$ cat config.mk
export PLATFORM = sky130hd
export DESIGN_NAME = mask_bits_to_spans_core
export DESIGN_NICKNAME = d
export VERILOG_FILES = /design/src/rtl/mbs_pkg.sv /design/src/rtl/mask_bits_to_spans_core.sv /design/src/rtl/mbs_front.sv /design/src/rtl/mbs_queue.sv /design/src/rtl/mbs_back.sv
export SDC_FILE = /design/constraint.sdc
export NUM_CORES = 1
export LEC_CHECK = 0
export ABC_AREA = 1
export BUFFER_PORTS_ARGS = -buffer_cell sky130_fd_sc_hd__buf_2
export CAP_MARGIN = 10
export CORE_MARGIN = 1
export CORE_UTILIZATION = 60
export DETAILED_ROUTE_END_ITERATION = 10
export PLACE_DENSITY = 0.78
export SLEW_MARGIN = 10
export SYNTH_ARGS = -nofsm -noshare
export SYNTH_HDL_FRONTEND = slang
export SYNTH_HIERARCHICAL = 1
export SYNTH_SLANG_ARGS = --single-unit
export TNS_END_PERCENT = 10
$ cat constraint.sdc
create_clock -name clock -period 9.8 [get_ports clock]
set_input_delay 0.98 -clock clock [delete_from_list [all_inputs] [get_ports clock]]
set_output_delay 0.98 -clock clock [all_outputs]
set_load 0.05 [all_outputs]
$ cat src/rtl/mbs_pkg.sv
// ============================================================================
// mbs_pkg
// Shared types and constants for the mask-row to span converter.
// ============================================================================
package mbs_pkg;

   localparam int COORD_W     = 16;   // coordinate and length width
   localparam int PIX_W       = 8;    // pixels per mask byte
   localparam int QUEUE_DEPTH = 4;    // entries between front and back
   localparam int QUEUE_AW    = $clog2(QUEUE_DEPTH);

   localparam logic [15:0] RIGHT_MASK_BASE = 16'hFF00;
   localparam logic [7:0]  LEFT_MASK_BASE  = 8'hFF;
   localparam logic [3:0]  KEEP_MAX        = 4'd8;

   typedef struct packed {
      logic [7:0]          mask_byte;
      logic                row_first;
      logic                row_last;
      logic signed [15:0]  row_x;
      logic signed [15:0]  row_y;
      logic [2:0]          left_skip;
      logic [3:0]          right_keep;
   } req_type;

   typedef struct packed {
      logic signed [15:0]  span_x;
      logic signed [15:0]  span_y;
      logic [15:0]         span_len;
      logic                last_span;
   } rsp_type;

   // one classified byte: run end/start positions plus the coordinates
   // needed to turn them into spans
   typedef struct packed {
      logic [PIX_W:0]         ends;     // bit PIX_W: row end closes a run
      logic [PIX_W-1:0]       starts;
      logic [COORD_W-1:0]     x0;
      logic [COORD_W-1:0]     y;
      logic [COORD_W-1:0]     sstart;   // start of a run carried in
   } entry_type;

endpackage

$ cat src/rtl/mask_bits_to_spans_core.sv
// ============================================================================
// mask_bits_to_spans_core
// Converts a 1-bit-per-pixel mask row, byte by byte, into spans of set pixels.
// ============================================================================
//
//   channel   direction  handshake            payload
//   --------  ---------  -------------------  --------------------------------
//   request   in         push / full          req_data : mask byte, row info
//   response  out        empty / pop          rsp_data : span x, y, len, last
//
// One byte is taken per cycle while the queue has room; the front updates
// row state in the same cycle. The back emits one span per cycle unless a
// stalled pop holds the result register; a byte has at most five spans, and
// bytes with no span skip the queue. A four-entry queue decouples both sides.
// Reset is synchronous and empties queue, back stage and output register.
// A stalled pop holds the result register; full rises once the queue fills.
//
module mask_bits_to_spans_core import mbs_pkg::*; (
   input  logic     clock,
   input  logic     reset,
   input  logic     push,
   output logic     full,
   input  req_type  req_data,
   output logic     empty,
   input  logic     pop,
   output rsp_type  rsp_data
);

   logic       accept;
   logic       q_push, q_pop, q_empty;
   entry_type  q_entry, q_head;

   // take the byte whenever the queue has room
   assign accept = push & ~full;

   // front: mask, track row state, mark run edges
   mbs_front u_front (
      .clock    (clock),
      .reset    (reset),
      .accept   (accept),
      .req_data (req_data),
      .q_push   (q_push),
      .q_entry  (q_entry)
   );

   // queue between front and back
   mbs_queue u_queue (
      .clock   (clock),
      .reset   (reset),
      .q_push  (q_push),
      .q_entry (q_entry),
      .q_full  (full),
      .q_pop   (q_pop),
      .q_empty (q_empty),
      .q_head  (q_head)
   );

   // back: walk run ends, drive the result register
   mbs_back u_back (
      .clock    (clock),
      .reset    (reset),
      .q_empty  (q_empty),
      .q_head   (q_head),
      .q_pop    (q_pop),
      .empty    (empty),
      .pop      (pop),
      .rsp_data (rsp_data)
   );

endmodule

$ cat src/rtl/mbs_front.sv
// ============================================================================
// mbs_front
// Accepts mask bytes, applies edge masks, tracks row state and marks run edges.
// ============================================================================
module mbs_front import mbs_pkg::*; (
   input  logic       clock,
   input  logic       reset,
   input  logic       accept,
   input  req_type    req_data,
   output logic       q_push,
   output entry_type  q_entry
);

   logic                in_fill_ff, in_fill_in;
   logic [COORD_W-1:0]  span_start_ff, span_start_in;
   logic [COORD_W-1:0]  cur_x_ff, cur_x_in;
   logic [COORD_W-1:0]  cur_y_ff, cur_y_in;

   logic [COORD_W-1:0]  x0, y0;
   logic                fill0;
   logic [7:0]          bmask;
   logic [3:0]          keep;
   logic [7:0]          rmask;
   logic [PIX_W:0]      ends;
   logic [PIX_W-1:0]    starts;
   logic                prev;
   logic                pix;
   logic [3:0]          top_start;
   logic                any_start;

   always_comb begin
      x0    = req_data.row_first ? COORD_W'(req_data.row_x) : cur_x_ff;
      y0    = req_data.row_first ? COORD_W'(req_data.row_y) : cur_y_ff;
      fill0 = req_data.row_first ? 1'b0 : in_fill_ff;

      bmask = req_data.mask_byte;
      if (req_data.row_first) begin
         bmask = bmask & (LEFT_MASK_BASE >> req_data.left_skip);
      end
      keep  = (req_data.right_keep > KEEP_MAX) ? KEEP_MAX : req_data.right_keep;
      rmask = 8'(RIGHT_MASK_BASE >> keep);
      if (req_data.row_last) begin
         bmask = bmask & rmask;
      end

      // mark run starts and ends, leftmost pixel first
      prev   = fill0;
      starts = '0;
      ends   = '0;
      for (int i = 0; i < PIX_W; i++) begin
         pix       = bmask[PIX_W-1-i];
         starts[i] = pix & ~prev;
         ends[i]   = ~pix & prev;
         prev      = pix;
      end
      ends[PIX_W] = req_data.row_last & bmask[0];

      top_start = '0;
      any_start = 1'b0;
      for (int i = 0; i < PIX_W; i++) begin
         if (starts[i]) begin
            top_start = 4'(i);
            any_start = 1'b1;
         end
      end

      cur_x_in      = x0 + COORD_W'(PIX_W);
      cur_y_in      = y0;
      in_fill_in    = bmask[0] & ~req_data.row_last;
      span_start_in = span_start_ff;
      if (in_fill_in && any_start) begin
         span_start_in = x0 + COORD_W'(top_start);
      end
   end

   always_ff @(posedge clock) begin
      if (reset) begin
         in_fill_ff    <= 1'b0;
         span_start_ff <= '0;
         cur_x_ff      <= '0;
         cur_y_ff      <= '0;
      end else if (accept) begin
         in_fill_ff    <= in_fill_in;
         span_start_ff <= span_start_in;
         cur_x_ff      <= cur_x_in;
         cur_y_ff      <= cur_y_in;
      end
   end

   // bytes without a run end produce nothing: keep them out of the queue
   assign q_push         = accept & (|ends);
   assign q_entry.ends   = ends;
   assign q_entry.starts = starts;
   assign q_entry.x0     = x0;
   assign q_entry.y      = y0;
   assign q_entry.sstart = span_start_ff;

endmodule

$ cat src/rtl/mbs_queue.sv
// ============================================================================
// mbs_queue
// Short register queue of classified bytes between front and back.
// ============================================================================
module mbs_queue import mbs_pkg::*; (
   input  logic       clock,
   input  logic       reset,
   input  logic       q_push,
   input  entry_type  q_entry,
   output logic       q_full,
   input  logic       q_pop,
   output logic       q_empty,
   output entry_type  q_head
);

   entry_type             entry_ff [QUEUE_DEPTH];
   logic [QUEUE_AW-1:0]   wr_ptr_ff, rd_ptr_ff;
   logic [QUEUE_AW:0]     count_ff, count_in;
   logic                  do_push, do_pop;

   assign q_full  = (count_ff == (QUEUE_AW+1)'(QUEUE_DEPTH));
   assign q_empty = (count_ff == '0);
   assign q_head  = entry_ff[rd_ptr_ff];
   assign do_push = q_push & ~q_full;
   assign do_pop  = q_pop & ~q_empty;

   always_comb begin
      count_in = count_ff;
      if (do_push && !do_pop) begin
         count_in = count_ff + 1'b1;
      end else if (do_pop && !do_push) begin
         count_in = count_ff - 1'b1;
      end
   end

   always_ff @(posedge clock) begin
      if (reset) begin
         wr_ptr_ff <= '0;
         rd_ptr_ff <= '0;
         count_ff  <= '0;
      end else begin
         count_ff <= count_in;
         if (do_push) begin
            wr_ptr_ff <= wr_ptr_ff + 1'b1;
         end
         if (do_pop) begin
            rd_ptr_ff <= rd_ptr_ff + 1'b1;
         end
      end
   end

   always_ff @(posedge clock) begin
      if (do_push) begin
         entry_ff[wr_ptr_ff] <= q_entry;
      end
   end

endmodule

$ cat src/rtl/mbs_back.sv
// ============================================================================
// mbs_back
// Walks one byte's run ends into an output register, one span per cycle unless stalled by pop.
// ============================================================================
module mbs_back import mbs_pkg::*; (
   input  logic       clock,
   input  logic       reset,
   input  logic       q_empty,
   input  entry_type  q_head,
   output logic       q_pop,
   output logic       empty,
   input  logic       pop,
   output rsp_type    rsp_data
);

   logic                cur_valid_ff;
   entry_type           cur_ff, cur_in;
   logic                out_valid_ff;
   rsp_type             out_ff, out_in;

   logic [3:0]          e_pos, s_pos;
   logic                s_found;
   logic [COORD_W-1:0]  start_x, end_x;
   logic [PIX_W:0]      ends_rem;
   logic [PIX_W-1:0]    starts_rem;
   logic                emit, done, load, taken;

   always_comb begin
      e_pos = '0;
      for (int i = PIX_W; i >= 0; i--) begin
         if (cur_ff.ends[i]) begin
            e_pos = 4'(i);
         end
      end
      s_pos   = '0;
      s_found = 1'b0;
      for (int i = PIX_W-1; i >= 0; i--) begin
         if (cur_ff.starts[i]) begin
            s_pos   = 4'(i);
            s_found = 1'b1;
         end
      end
      ends_rem   = cur_ff.ends;
      starts_rem = cur_ff.starts;
      for (int i = 0; i <= PIX_W; i++) begin
         if (4'(i) <= e_pos) begin
            ends_rem[i] = 1'b0;
         end
      end
      for (int i = 0; i < PIX_W; i++) begin
         if (4'(i) < e_pos) begin
            starts_rem[i] = 1'b0;
         end
      end
      start_x = (s_found && (s_pos < e_pos)) ? cur_ff.x0 + COORD_W'(s_pos) : cur_ff.sstart;
      end_x   = cur_ff.x0 + COORD_W'(e_pos);

      out_in.span_x    = start_x;
      out_in.span_y    = cur_ff.y;
      out_in.span_len  = end_x - start_x;
      out_in.last_span = ~(|ends_rem);

      cur_in        = cur_ff;
      cur_in.ends   = ends_rem;
      cur_in.starts = starts_rem;
   end

   assign taken = pop & out_valid_ff;
   assign emit  = cur_valid_ff & (~out_valid_ff | taken);
   assign done  = emit & out_in.last_span;
   assign load  = (~cur_valid_ff | done) & ~q_empty;
   assign q_pop = load;

   always_ff @(posedge clock) begin
      if (reset) begin
         cur_valid_ff <= 1'b0;
         out_valid_ff <= 1'b0;
      end else begin
         if (load) begin
            cur_valid_ff <= 1'b1;
         end else if (done) begin
            cur_valid_ff <= 1'b0;
         end
         if (emit) begin
            out_valid_ff <= 1'b1;
         end else if (taken) begin
            out_valid_ff <= 1'b0;
         end
      end
   end

   always_ff @(posedge clock) begin
      if (load) begin
         cur_ff <= q_head;
      end else if (emit) begin
         cur_ff <= cur_in;
      end
      if (emit) begin
         out_ff <= out_in;
      end
   end

   assign empty    = ~out_valid_ff;
   assign rsp_data = out_ff;

endmodule

Word-level counts from Yosys, hierarchy flattened
Memory sizes are Yosys's and may differ from the RTL's. A register that Yosys moved wholly into a read port is not among the register bits.
Index checks and enable logic that the tools add are counted.

cells by class
  shift-type cells = 2
  reductions and logical operators = 30
  add/subtract/negate cells = 9
  equal/unequal tests = 1
  bitwise logic cells = 45
  mux-type cells = 76
  $lt $le $gt $ge = 19

operators by type and width
  cell                                                            number
  two-way mux 65 bit                                              2
  two-way mux 16 bit                                              3
  two-way mux 3 bit                                               14
  two-way mux 1 bit                                               41
  two-way mux 4 bit                                               10
  adder 16 x 3 -> 16 bit                                          2
  AND 1 bit                                                       26
  nonzero test 2 bit                                              12
  AND reduction 2 bit                                             9
  OR reduction 9 bit                                              2
  adder 16 x 4 -> 16 bit                                          1
  adder 16 x 4 -> 16 bit (second input constant)                  1
  AND 8 bit                                                       2
  less-or-equal comparator 3 x 4 -> 1 bit (first input constant)  4
  < comparator 3 x 4 -> 1 bit (first input constant)              4
  two-way mux 8 bit                                               2
  right shift 16 x 4 -> 8 bit (first input constant)              1
  subtractor 16 bit                                               1
  inverter 1 bit                                                  15
  less-or-equal comparator 1 x 4 -> 1 bit (first input constant)  2
  less-or-equal comparator 2 x 4 -> 1 bit (first input constant)  2
  < comparator 1 x 4 -> 1 bit (first input constant)              2
  < comparator 2 x 4 -> 1 bit (first input constant)              2
  two-way mux 2 bit                                               4
  12 further kinds                                                18

storage, ports and cells
  bits in registers = 172
  bits in writable memories = 260
  memories = 1
  word-level logic and storage cells = 208
  input port bits = 53

memories
  memory            words  bits a word  read ports  clocked after memory_dff  write ports  RTL line         source
  u_queue.entry_ff  4      65           1           1                         1            mbs_queue.sv:16  entry_type entry_ff [QUEUE_DEPTH];

Depth between registers and ports, before layout
Gate-level depths: netlist of run 1.

  word-level depth = 20
  mapped depth = 31

Hierarchy
Netlist of run 1, hierarchy kept.

modules (own cells, without submodules)
  module                   times used  cells an instance  seq. area each (µm²)  area an instance (µm²)
  mbs_queue                1           699                7987.7                10440.0
  mbs_back                 1           607                3463.3                6309.8
  mbs_front                1           547                980.9                 3380.7
  mask_bits_to_spans_core  1           2                  0.0                   10.0

Worst setup path after synthesis of run 1
No wires, ideal clock.

  path kind = input to register
  from = in req_data[40] in the netlist's numbering
  to = mem u_queue/entry_ff[0][0] in the netlist's numbering, enable pin
  cell stages on the path = 11
  path buffers = 1
  path slack = 4.446 ns
  data arrival time = 4.865 ns
  setup time = 0.488 ns
  required time = 9.312 ns
  cell sequence = buf_6 nand2_4 nor2_1 nor2_1 nand3_1 or2_2 nand3_1 nor2_1 a21oi_1 nand2_1 nor2_1

between the ends
  cells in the longest elaborated chain, start to end = 10
  elaborated cells between the ends (all ways) = 26

RTL lines
  element                                    RTL line                       source
  start, declared                            mask_bits_to_spans_core.sv:23  input req_type req_data,
  two-way mux 8 bit                          mbs_front.sv:37                if (req_data.row_first) begin
  AND 8 bit                                  mbs_front.sv:43                bmask = bmask & rmask;
  two-way mux 8 bit                          mbs_front.sv:42                if (req_data.row_last) begin
  inverter 1 bit                             mbs_front.sv:53                ends[i] = ~pix & prev;
  AND 1 bit                                  mbs_front.sv:53
  OR reduction 9 bit *                       mbs_front.sv:91                assign q_push = accept & (|ends);
  AND 1 bit *                                mbs_front.sv:91
  named net q_push                           mask_bits_to_spans_core.sv:30  logic q_push, q_pop, q_empty;
  AND 1 bit *                                mbs_queue.sv:24                assign do_push = q_push & ~q_full;
  two-way mux 1 bit *                        mbs_queue.sv:53                if (do_push) begin
  two-way mux 1 bit (not written as such) *  mbs_queue.sv:54                entry_ff[wr_ptr_ff] <= q_entry;
  end, declared                              mbs_queue.sv:16

Mark *: on every way through the listed nets, which the timed path passes. The rest lies on a longest branch.

==> impl_metrics.ini, run 1 <==
[status]
outcome = finished clean

[synth]
synth_fp_nets = 1956
synth_commonest_cells = edfxtp_1, inv_1, nand2_1
synth_edf_count = 374
synth_area_sq_um = 20100
yosysWarnings = 6
ys_ff_latch = 434
async_reset_ff_frac = 0
yosys_most_used_dff = edfxtp_1
avgSynthCellArea_sq_um = 10.9
syn_inst = 1855
synth_cell_types = 50
synth_top_area_share = 0.558
synth.area.top_cells = edfxtp_1, dfxtp_1, inv_1
synth_top_area_cell = edfxtp_1
synth-seq-area-share = 0.617
yosysMostFrequentCell = edfxtp_1

[setup_path]
startpoint_type = flop
required_ps = 10080
r2r-start = u_back/cur_ff[58]
crit_fanout = 20
cp-end-kind = flop
cp.arrival_ps = 5130
crit_top_cell = nand2_1
crit_type = flop to flop
cp-startpoint = u_back/cur_ff[58]
path_buf_inv = 5
slowest_stage = nand3_1
slowest_delay_ps = 430
cp_top_family = simple AND/OR/NAND/NOR gates

[floorplan]
core_area_sq_um = 32800
die_h_microns = 185
initial_core_util = 0.614
row_count = 66
chipWidth_microns = 185
die_area_sq_um = 34300
io_pins = 104

[finish]
antennaDiodeCount = 0
areaGrowthSynthToFinish_pct = 9.83
drive_above_1_share = 0.167
nNetsFinal = 2038
final_area_sq_um = 22100
n_fill_cell = 2349

[clocking]
numCtsBuffers = 42
postCtsHoldBufs = 0
clock_path_buffers = 3
post_cts_buffers = 0
cts_resized = 0
cts_tree = built
clock-root-buffer = clkbuf_16
clk_pin_slew_worst_paths_ps = 60
insertion_delay_ps = 540
htree_num_levels = 2
cts_sinks = 434

[min_path]
min_from = u_back/cur_ff[30]
hold_class = flop to flop

[detailed_routing]
drt-initial-drc-count = 1137
wl_per_cell_microns = 16.4
drtPass1Iterations = 5
drc = 0
routed_wl_mm = 39.5
via_count = 13257
vias_per_cell = 5.50
drtAntennaViolNets = 0

[timing]
drv_slew = 0
max_freq_mhz = 206
worst_pin_slew_ps = 1230
fin_crit_ps = 4850
hold_viol = 0
finalSetupTns_ps = 0
fin_skew_ps = 16.5
rsz0062_at_grt = no
finalSetupViolations = 0
min_period_over_period = 0.495
maxSlewHeadroom = 0.181

[placement]
io_buffers = 103
dpl_cell_area_sq_um = 20800
routabilityCongestion = 0.856
dp_hpwl_mm = 24.5

[power]
power_density_nw_per_um2 = 373
leakagePower_nw = 8.98
power_mw = 8.26
ir_drop_mv = 0.317

[global_routing]
antenna_found_initial = 0
grt_pass1_vias = 12441
grt_max_degree = 91
grt_overflow_total = 0
grt_pass1_wl_mm = 63.1
grtUsageTotal = 0.235

[flow_run]
maxCapViolCount = 0
## registers in the layout, summed over array words and instances (netlist names), named ones only
name and flops:
u_queue/entry_ff 260, u_front/cur_y_ff 16, u_queue/rd_ptr_ff 2, u_queue/count_ff 3
u_queue/wr_ptr_ff 2, u_back/cur_ff 65, u_back/out_valid_ff 1, u_back/rsp_data 49
u_back/cur_valid_ff 1, u_front/span_start_ff 16, u_front/cur_x_ff 16, u_front/in_fill_ff 1
## kinds of logic (layout without fill, tap and decap cells)
logic type      Yosys count  count (layout)  share of synthesized area
simple gates            633             633                      0.152
flops                   434             434                      0.617
compound gates          358             358                      0.104
buf+inv                 337             451                     0.0753
fa+ha+maj                48              48                     0.0324
xor+xnor                 45              45                     0.0196
## per-layer routing
layer,up-vias,GRT usage,part of all wire
li1,6435,-,-
met4,0,0.0707,0.021
met5,-,0,0
met3,68,0.0319,0.068
met2,467,0.388,0.47
met1,6287,0.326,0.44
## layout by cell type (no fill, tap or decap), types with 13 or more instances in the layout
cell type    n
xor2_1      34
ha_1        41
inv_1      247
or2_2       13
nor2_4      46
nand2_1    231
buf_4       13
o21ai_0    165
clkbuf_16   42
dfxtp_1     59
edfxtp_1   374
o22ai_1     46
a21oi_1     68
o22ai_2     20
nor2_2      34
o21ai_1     39
nor2_1     202
nand3_1     61
buf_2      103
## cell type report
type | instances | area [sq um] | share of cell area
Sequential cell | 434 | 12400 | 0.562
Multi-Input combinational cell | 1084 | 6230 | 0.282
Clock buffer | 55 | 1120 | 0.0506
Inverter | 259 | 977 | 0.0442
Timing Repair Buffer | 116 | 613 | 0.0277
Tap cell | 442 | 553 | 0.0250
Clock inverter | 21 | 195 | 0.00882
## final timing paths
kind | depth (start not counted) | endpoint | slack (ps)
setup / recovery | 26 | u_back/rsp_data[15] | 4950
hold / removal | 0 | u_back/rsp_data[31] | 410
setup reg to reg | 26 | u_back/rsp_data[15] | 4950
hold reg to reg | 0 | u_back/rsp_data[31] | 410
## worst register-to-register path, cell delays in order (launching register included)
cell      delay, ps
edfxtp_1        400
inv_1           150
nand4_2         170
nor2_1          240
inv_1           110
ha_1            290
nand2_1          50
inv_1            50
nand2_1          60
nand3_1         430
inv_1           310
nand2_1         130
nand2_1          80
ha_1            280
inv_1            40
ha_1            200
fa_1            410
nand3_1         100
nand2_1         110
nand2_1          80
nand2_1          80
a21boi_0        260
o21ai_0         180
a21oi_1         150
nor2_1           50
nor2_1          110
xnor2_1          80
## per-stage QoR
stage / utilization / hold slack [ps] / std cells / worst slack [ps]
after floorplan: - / 400 / 1855 / 4450
after global placement: 0.635 / 402 / 2335 / 5130
after detailed placement: 0.635 / 405 / 2335 / 4950
after CTS: 0.675 / 414 / 2411 / 4940
after global routing: 0.675 / 423 / 2411 / 4480
final: 0.675 / 414 / 2411 / 4950
## report_power, final
group / internal [mW] / switching [mW] / total (mW) / leakage (nW)
registers: 2.78 / 0.191 / 2.97 / 4.02
logic: 1.22 / 2.53 / 3.75 / 4.33
clock network: 0.887 / 0.655 / 1.54 / 0.638
total: 4.88 / 3.38 / 8.26 / 8.98
Note: power is estimated with default switching activity, not from simulation.
==> inputs of run 2 (changes only) <==
Settings changed: ABC_AREA 1 to 0, CORE_UTILIZATION 60 to 55, PLACE_DENSITY 0.78 to 0.76.
Clock period 9.8 ns to 4.3 ns, I/O delays scaled along.
==> impl_metrics.ini, run 2 <==
[finish]
antennaDiodeCount = 0
finish.utilization = 0.659
areaGrowthSynthToFinish_pct = 17.1
nNetsFinal = 1528
drive_above_1_share = 0.302
regArea_sq_um = 12400
n_fill_cell = 2338
multi_input_area_sq_um = 6290
top_register = u_queue/entry_ff
fin_cells = 1910
largest_reg_flops = 260
layout_commonest_cell = edfxtp_1
layout_common_cells = edfxtp_1, buf_2, buf_4
final_area_sq_um = 22300

[clocking]
htree_num_levels = 2
clock_path_buffers = 3
insertion_delay_ps = 560
clk_pin_slew_worst_paths_ps = 60
clock-root-buffer = clkbuf_16
cts_sinks = 434
postCtsHoldBufs = 0
numCtsBuffers = 44
cts_tree = built

[synth]
synth_commonest_cells = edfxtp_1, nor2_1, and2_1
synth.area.top_cells = edfxtp_1, mux4_2, dfxtp_1
synth_top_area_cell = edfxtp_1
synth_edf_count = 374
synth_top_area_share = 0.589
yosysWarnings = 6
ys_ff_latch = 434
syn_inst = 1223
avgSynthCellArea_sq_um = 15.6
synth_cell_types = 78
synth_fp_nets = 1324
synth-seq-area-share = 0.652
synth_area_sq_um = 19100
async_reset_ff_frac = 0
yosys_most_used_dff = edfxtp_1
yosysMostFrequentCell = edfxtp_1

[timing]
drv_slew = 0
finalSetupViolations = 2
fin_skew_ps = 29.9
fin_crit_ps = 4360
min_period_over_period = 1.01
max_freq_mhz = 229
worst_slack_ps = -60.0
hold_viol = 0
fin_hold_ws_ps = 224
rsz0062_at_grt = yes
worst_pin_slew_ps = 1030
maxSlewHeadroom = 0.310

[min_path]
min_path_cells = 4
min_to = u_back/out_valid_ff
hold_class = input port to flop
min_from = pop

[floorplan]
die_area_sq_um = 35400
chipWidth_microns = 188
initial_core_util = 0.563
die_h_microns = 188
io_pins = 104
row_count = 67
core_area_sq_um = 33900

[global_routing]
grt_max_degree = 76
grt_pass1_vias = 10661
grt_pass1_wl_mm = 56.8
grtUsageTotal = 0.206
grt_overflow_total = 0
antenna_found_initial = 2

[status]
outcome = complete, but fails checks
violations = setup timing

[placement]
routabilityCongestion = 0.897
dp_cells = 1809
io_buffers = 103
dp_hpwl_mm = 23.5
dpl_cell_area_sq_um = 20400

[setup_path]
path_buf_inv = 3
rr_worst_depth = 19
slowest_delay_ps = 450
slowest_stage = fa_1
crit_fanout = 4
cp_top_family = compound AO/OA/AOI/OAI gates
startpoint_type = flop
cp-end-kind = flop
crit_chain = buf_6 -> nor4_4 -> and3b_2 -> ha_4 -> a32o_2 -> a31oi_4 -> buf_6 -> mux2i_4 -> fa_1 -> inv_2 -> ha_4 -> a21oi_2 -> nor2b_2 -> o31ai_2 -> a21o_1 -> o21ai_2 -> a221oi_2 -> xor2_1 -> xnor2_1
r2r_slack_ps = -60
r2r_end = u_back/rsp_data[16]
cp.arrival_ps = 4650
r2r-start = u_back/cur_ff[54]
crit_type = flop to flop
required_ps = 4590

[detailed_routing]
drtAntennaViolNets = 0
routed_wl_mm = 36.2
drt-initial-drc-count = 689
drc = 0
drtPass1Iterations = 7
vias_per_cell = 5.57
wl_per_cell_microns = 19.0
via_count = 10632

[power]
leakagePower_nw = 8.35
ir_drop_mv = 0.809
power_density_nw_per_um2 = 929
sw_frac_of_total = 0.353
pwr-share-seq = 0.325
pwr-share-comb = 0.489
clkPwrFrac = 0.186
p_int_mw = 13.4
p_sw_mw = 7.32

[flow_run]
maxCapViolCount = 0
-- run 2: cell types whose count changed after synthesis, sizes merged, moves of 31 or more --
cell and delta:
nand2 -212, inv -200, o21ai -192, nor2 -182, and2 +68, mux2i +67
o22ai -66, mux4 +65, nand3 -43, a21oi -38, xnor2 +31
-- run 2: metal layers --
metal / up-vias / wire length [microns] / GRT usage
li1: 5022 / - / -
met1: 5264 / 15300 / 0.267
met2: 289 / 18100 / 0.355
met3: 55 / 1920 / 0.0369
met4: 2 / 806 / 0.0616
met5: - / 10 / 0
-- run 2: logic make-up (layout without fill, tap and decap cells) --
family          Yosys count  in the layout  share of synthesized area
flops                   434            434                      0.652
simple gates            297            297                     0.0815
buf+inv                 109            348                     0.0336
xor+xnor                 56             56                     0.0257
mux                     162            162                      0.130
fa+ha+maj                50             50                     0.0353
compound gates          115            115                     0.0425
-- run 2: worst max path at each step --
stage                            startpoint                   to  slack [ps]  cells after the start
after floorplan           u_back/cur_ff[62]  u_back/rsp_data[16]         -60                     22
after global placement    u_back/cur_ff[60]  u_back/rsp_data[16]        -120                     18
after detailed placement  u_back/cur_ff[54]  u_back/rsp_data[16]        -260                     18
after CTS                 u_back/cur_ff[54]  u_back/rsp_data[16]         -40                     21
after global routing      u_back/cur_ff[54]  u_back/rsp_data[16]        -200                     21
final                     u_back/cur_ff[54]  u_back/rsp_data[16]         -60                     19
-- run 2: cell type report --
cell class | instances | area share
inverter | 58 | 0.00997
clock inverter | 23 | 0.0122
clock buffer | 58 | 0.0540
timing repair buffer | 209 | 0.0603
sequential | 434 | 0.557
multi-input combinational | 680 | 0.282
tap | 448 | 0.0251
-- run 2: power by group through the flow --
| stage | clock network [mW] | logic (mW) | registers [mW] |
|---|---|---|---|
| detailed placement | 0 | 8.78 | 6.82 |
| floorplan | 0 | 5.52 | 7.42 |
| global placement | 0 | 8.58 | 6.77 |
| global route | 4.09 | 11.0 | 6.86 |
| finish | 3.86 | 10.1 | 6.75 |
| CTS | 3.93 | 9.27 | 6.76 |
-- run 2: worst reg2reg max path, delay by kind of cell, from the launching register on --
| kind | cells | cell delay, ps |
|---|---|---|
| buffers and inverters | 3 | 410 |
| multiplexers | 1 | 250 |
| AO/OA/AOI/OAI | 7 | 1370 |
| adder cells (fa/ha/maj) | 3 | 800 |
| AND/OR/NAND/NOR | 3 | 600 |
| flip-flops | 1 | 420 |
| XOR/XNOR | 2 | 280 |
-- run 2: what timing repair did --
| item | in CTS | in global routing |
|---|---|---|
| resized for setup | 16 | 42 |
| setup buffers | 9 | 11 |
| setup endpoints to repair | 5 | 9 |
| pin swaps | 6 | 30 |
-- run 2: stage by stage --
step           setup TNS, ps  power [mW]  setup WS [ps]
2_1_floorplan          -82.5        12.9          -63.4
3_3_place_gp            -253        15.3           -120
3_5_place_dp            -793        15.6           -265
4_1_cts                -45.6        20.0          -38.4
5_1_grt                 -628        22.0           -195
6_report               -82.4        20.7          -60.0
==> inputs of run 3 (changes only) <==
Settings changed: CELL_PAD_IN_SITES_DETAIL_PLACEMENT from default to 0, CELL_PAD_IN_SITES_GLOBAL_PLACEMENT from default to 1, CORE_UTILIZATION 55 to 30, PLACE_DENSITY 0.76 to default, PLACE_DENSITY_LB_ADDON from default to 0.1.
==> impl_metrics.ini, run 3 (synthesis results as in run 2) <==
[clocking]
clock-root-buffer = clkbuf_16
cts_tree = built
clock_path_buffers = 3
cts_sinks = 434
numCtsBuffers = 51
htree_num_levels = 2
insertion_delay_ps = 590
clk_pin_slew_worst_paths_ps = 50

[global_routing]
antenna_found_initial = 7
grtUsageTotal = 0.133
grt_max_degree = 109
grt_pass1_wl_mm = 65.1
grt_overflow_total = 0
grt_pass1_vias = 11039

[detailed_routing]
wl_per_cell_microns = 17.9
drtAntennaViolNets = 0
drc = 2
vias_per_cell = 4.48
drtPass1Iterations = 7
drt-initial-drc-count = 427
via_count = 10472
routed_wl_mm = 41.9

[power]
power_mw = 21.6
leakagePower_nw = 8.60
ir_drop_mv = 0.503
power_density_nw_per_um2 = 928

[timing]
maxSlewHeadroom = 0.389
max_freq_mhz = 232
rsz0062_at_grt = yes
worst_pin_slew_ps = 891
fin_crit_ps = 4320
finalSetupViolations = 1
fin_skew_ps = 20.0
min_period_over_period = 1.00
hold_viol = 0
worst_slack_ps = -19.3
drv_slew = 0

[floorplan]
initial_core_util = 0.303
io_pins = 104
row_count = 92
die_area_sq_um = 64600
chipWidth_microns = 254
core_area_sq_um = 63000
die_h_microns = 254

[setup_path]
cp-end-kind = flop
cp-endpoint = u_back/rsp_data[13]
crit_type = flop to flop
required_ps = 4640
path_depth = 21
slowest_stage = fa_1
cp_top_family = compound AO/OA/AOI/OAI gates
r2r_end = u_back/rsp_data[13]
r2r-start = u_back/cur_ff[55]
crit_fanout = 4
slowest_delay_ps = 510
cp-startpoint = u_back/cur_ff[55]
cp.arrival_ps = 4660
crit_chain = nor2_2 -> nor3_2 -> o31a_1 -> buf_4 -> ha_1 -> a21o_1 -> a31oi_4 -> buf_6 -> mux2i_4 -> fa_1 -> inv_2 -> buf_4 -> fa_2 -> a21o_1 -> a21oi_2 -> o21a_1 -> o31ai_4 -> buf_4 -> nor2_1 -> nor2_1 -> xor2_1
path_buf_inv = 5
r2r_slack_ps = -20
rr_worst_depth = 21
crit_top_cell = buf_4
startpoint_type = flop

[min_path]
min_path_cells = 4
hold_class = input port to flop

[finish]
drive_above_1_share = 0.318
areaGrowthSynthToFinish_pct = 22.2
top_register = u_queue/entry_ff
layout_commonest_cell = edfxtp_1
nNetsFinal = 1549
largest_reg_flops = 260
finish.utilization = 0.370
layout_common_cells = edfxtp_1, buf_4, buf_2

[flow_run]
maxCapViolCount = 0

[placement]
dp_hpwl_mm = 27.6
io_buffers = 103
routabilityCongestion = 0.736

[status]
violations = DRC, setup timing
outcome = complete, but fails checks
[run 3: cell types whose count changed in the layout (fill, tap and decap cells not counted), moves of 3 or more]
| cell | previous run | this run |
|---|---|---|
| mux2i_1 | 64 | 61 |
| clkbuf_16 | 46 | 52 |
| ha_1 | 33 | 36 |
| buf_4 | 101 | 111 |
| clkinvlp_4 | 5 | 1 |
| clkbuf_8 | 1 | 8 |
| diode_2 | 0 | 3 |
| buf_12 | 2 | 6 |
[run 3: routing by layer]
metal	up-vias	wire [microns]	GRT usage
met2	142	20500	0.227
met5	-	50	0
met4	8	811	0.0406
met3	65	1700	0.0285
met1	5188	18800	0.169
li1	5069	-	-
[run 3: worst register-to-register path: cells and delay by family, from the launching register on]
| family | cells | cell delay, ps |
|---|---|---|
| flops | 1 | 440 |
| xor+xnor | 1 | 140 |
| buf+inv | 5 | 640 |
| mux | 1 | 80 |
| fa+ha+maj | 3 | 1170 |
| simple gates | 4 | 350 |
| compound gates | 7 | 1280 |
[run 3: layout make-up]
| class | count | area (sq um) |
|---|---|---|
| diodes | 3 | 7.51 |
| clock buffers | 71 | 1450 |
| clock inverters | 25 | 283 |
| fillers | 6044 | 39700 |
| inverters | 58 | 223 |
| multi-input cells | 680 | 6340 |
| flip-flops and latches | 434 | 12400 |
| well taps | 846 | 1060 |
| repair buffers | 223 | 1510 |
[run 3: what timing repair did]
item / in CTS / in global routing
endpoints found under the setup margin: 9 / 8
setup buffers: 8 / 6
pin swaps: 22 / 26
gates resized for setup: 40 / 26
hold buffers: 0 / 0
gates cloned: 0 / 0
[run 3: how the worst min path moves through the flow]
stage	slack, ps	to	from
3_5_place_dp	410	u_back/rsp_data[18]	u_back/cur_ff[17]
3_3_place_gp	410	u_back/rsp_data[17]	u_back/cur_ff[16]
4_1_cts	130	u_back/out_valid_ff	pop
2_1_floorplan	400	u_back/rsp_data[17]	u_back/cur_ff[16]
5_1_grt	160	u_back/out_valid_ff	pop
6_report	160	u_back/out_valid_ff	pop
[run 3: where the power goes]
| group | switching (mW) | internal (mW) | total (mW) |
|---|---|---|---|
| Sequential | 0.491 | 6.23 | 6.72 |
| Clock | 1.72 | 2.67 | 4.39 |
| Combinational | 5.39 | 5.13 | 10.5 |
| Total | 7.60 | 14.0 | 21.6 |
[run 3: stage by stage]
step | TNS, ps | std cells | instance area, sq um | setup WS [ps] | hold WS, ps
after CTS | -82.9 | 2331 | 23100 | -60.4 | 128
after floorplan | -82.5 | 1223 | 19100 | -63.4 | 400
after global routing | -1070 | 2337 | 23300 | -283 | 161
after detailed placement | -1960 | 2227 | 21100 | -425 | 406
after global placement | -1520 | 2227 | 21100 | -378 | 407
final | -19.3 | 2340 | 23300 | -19.3 | 165
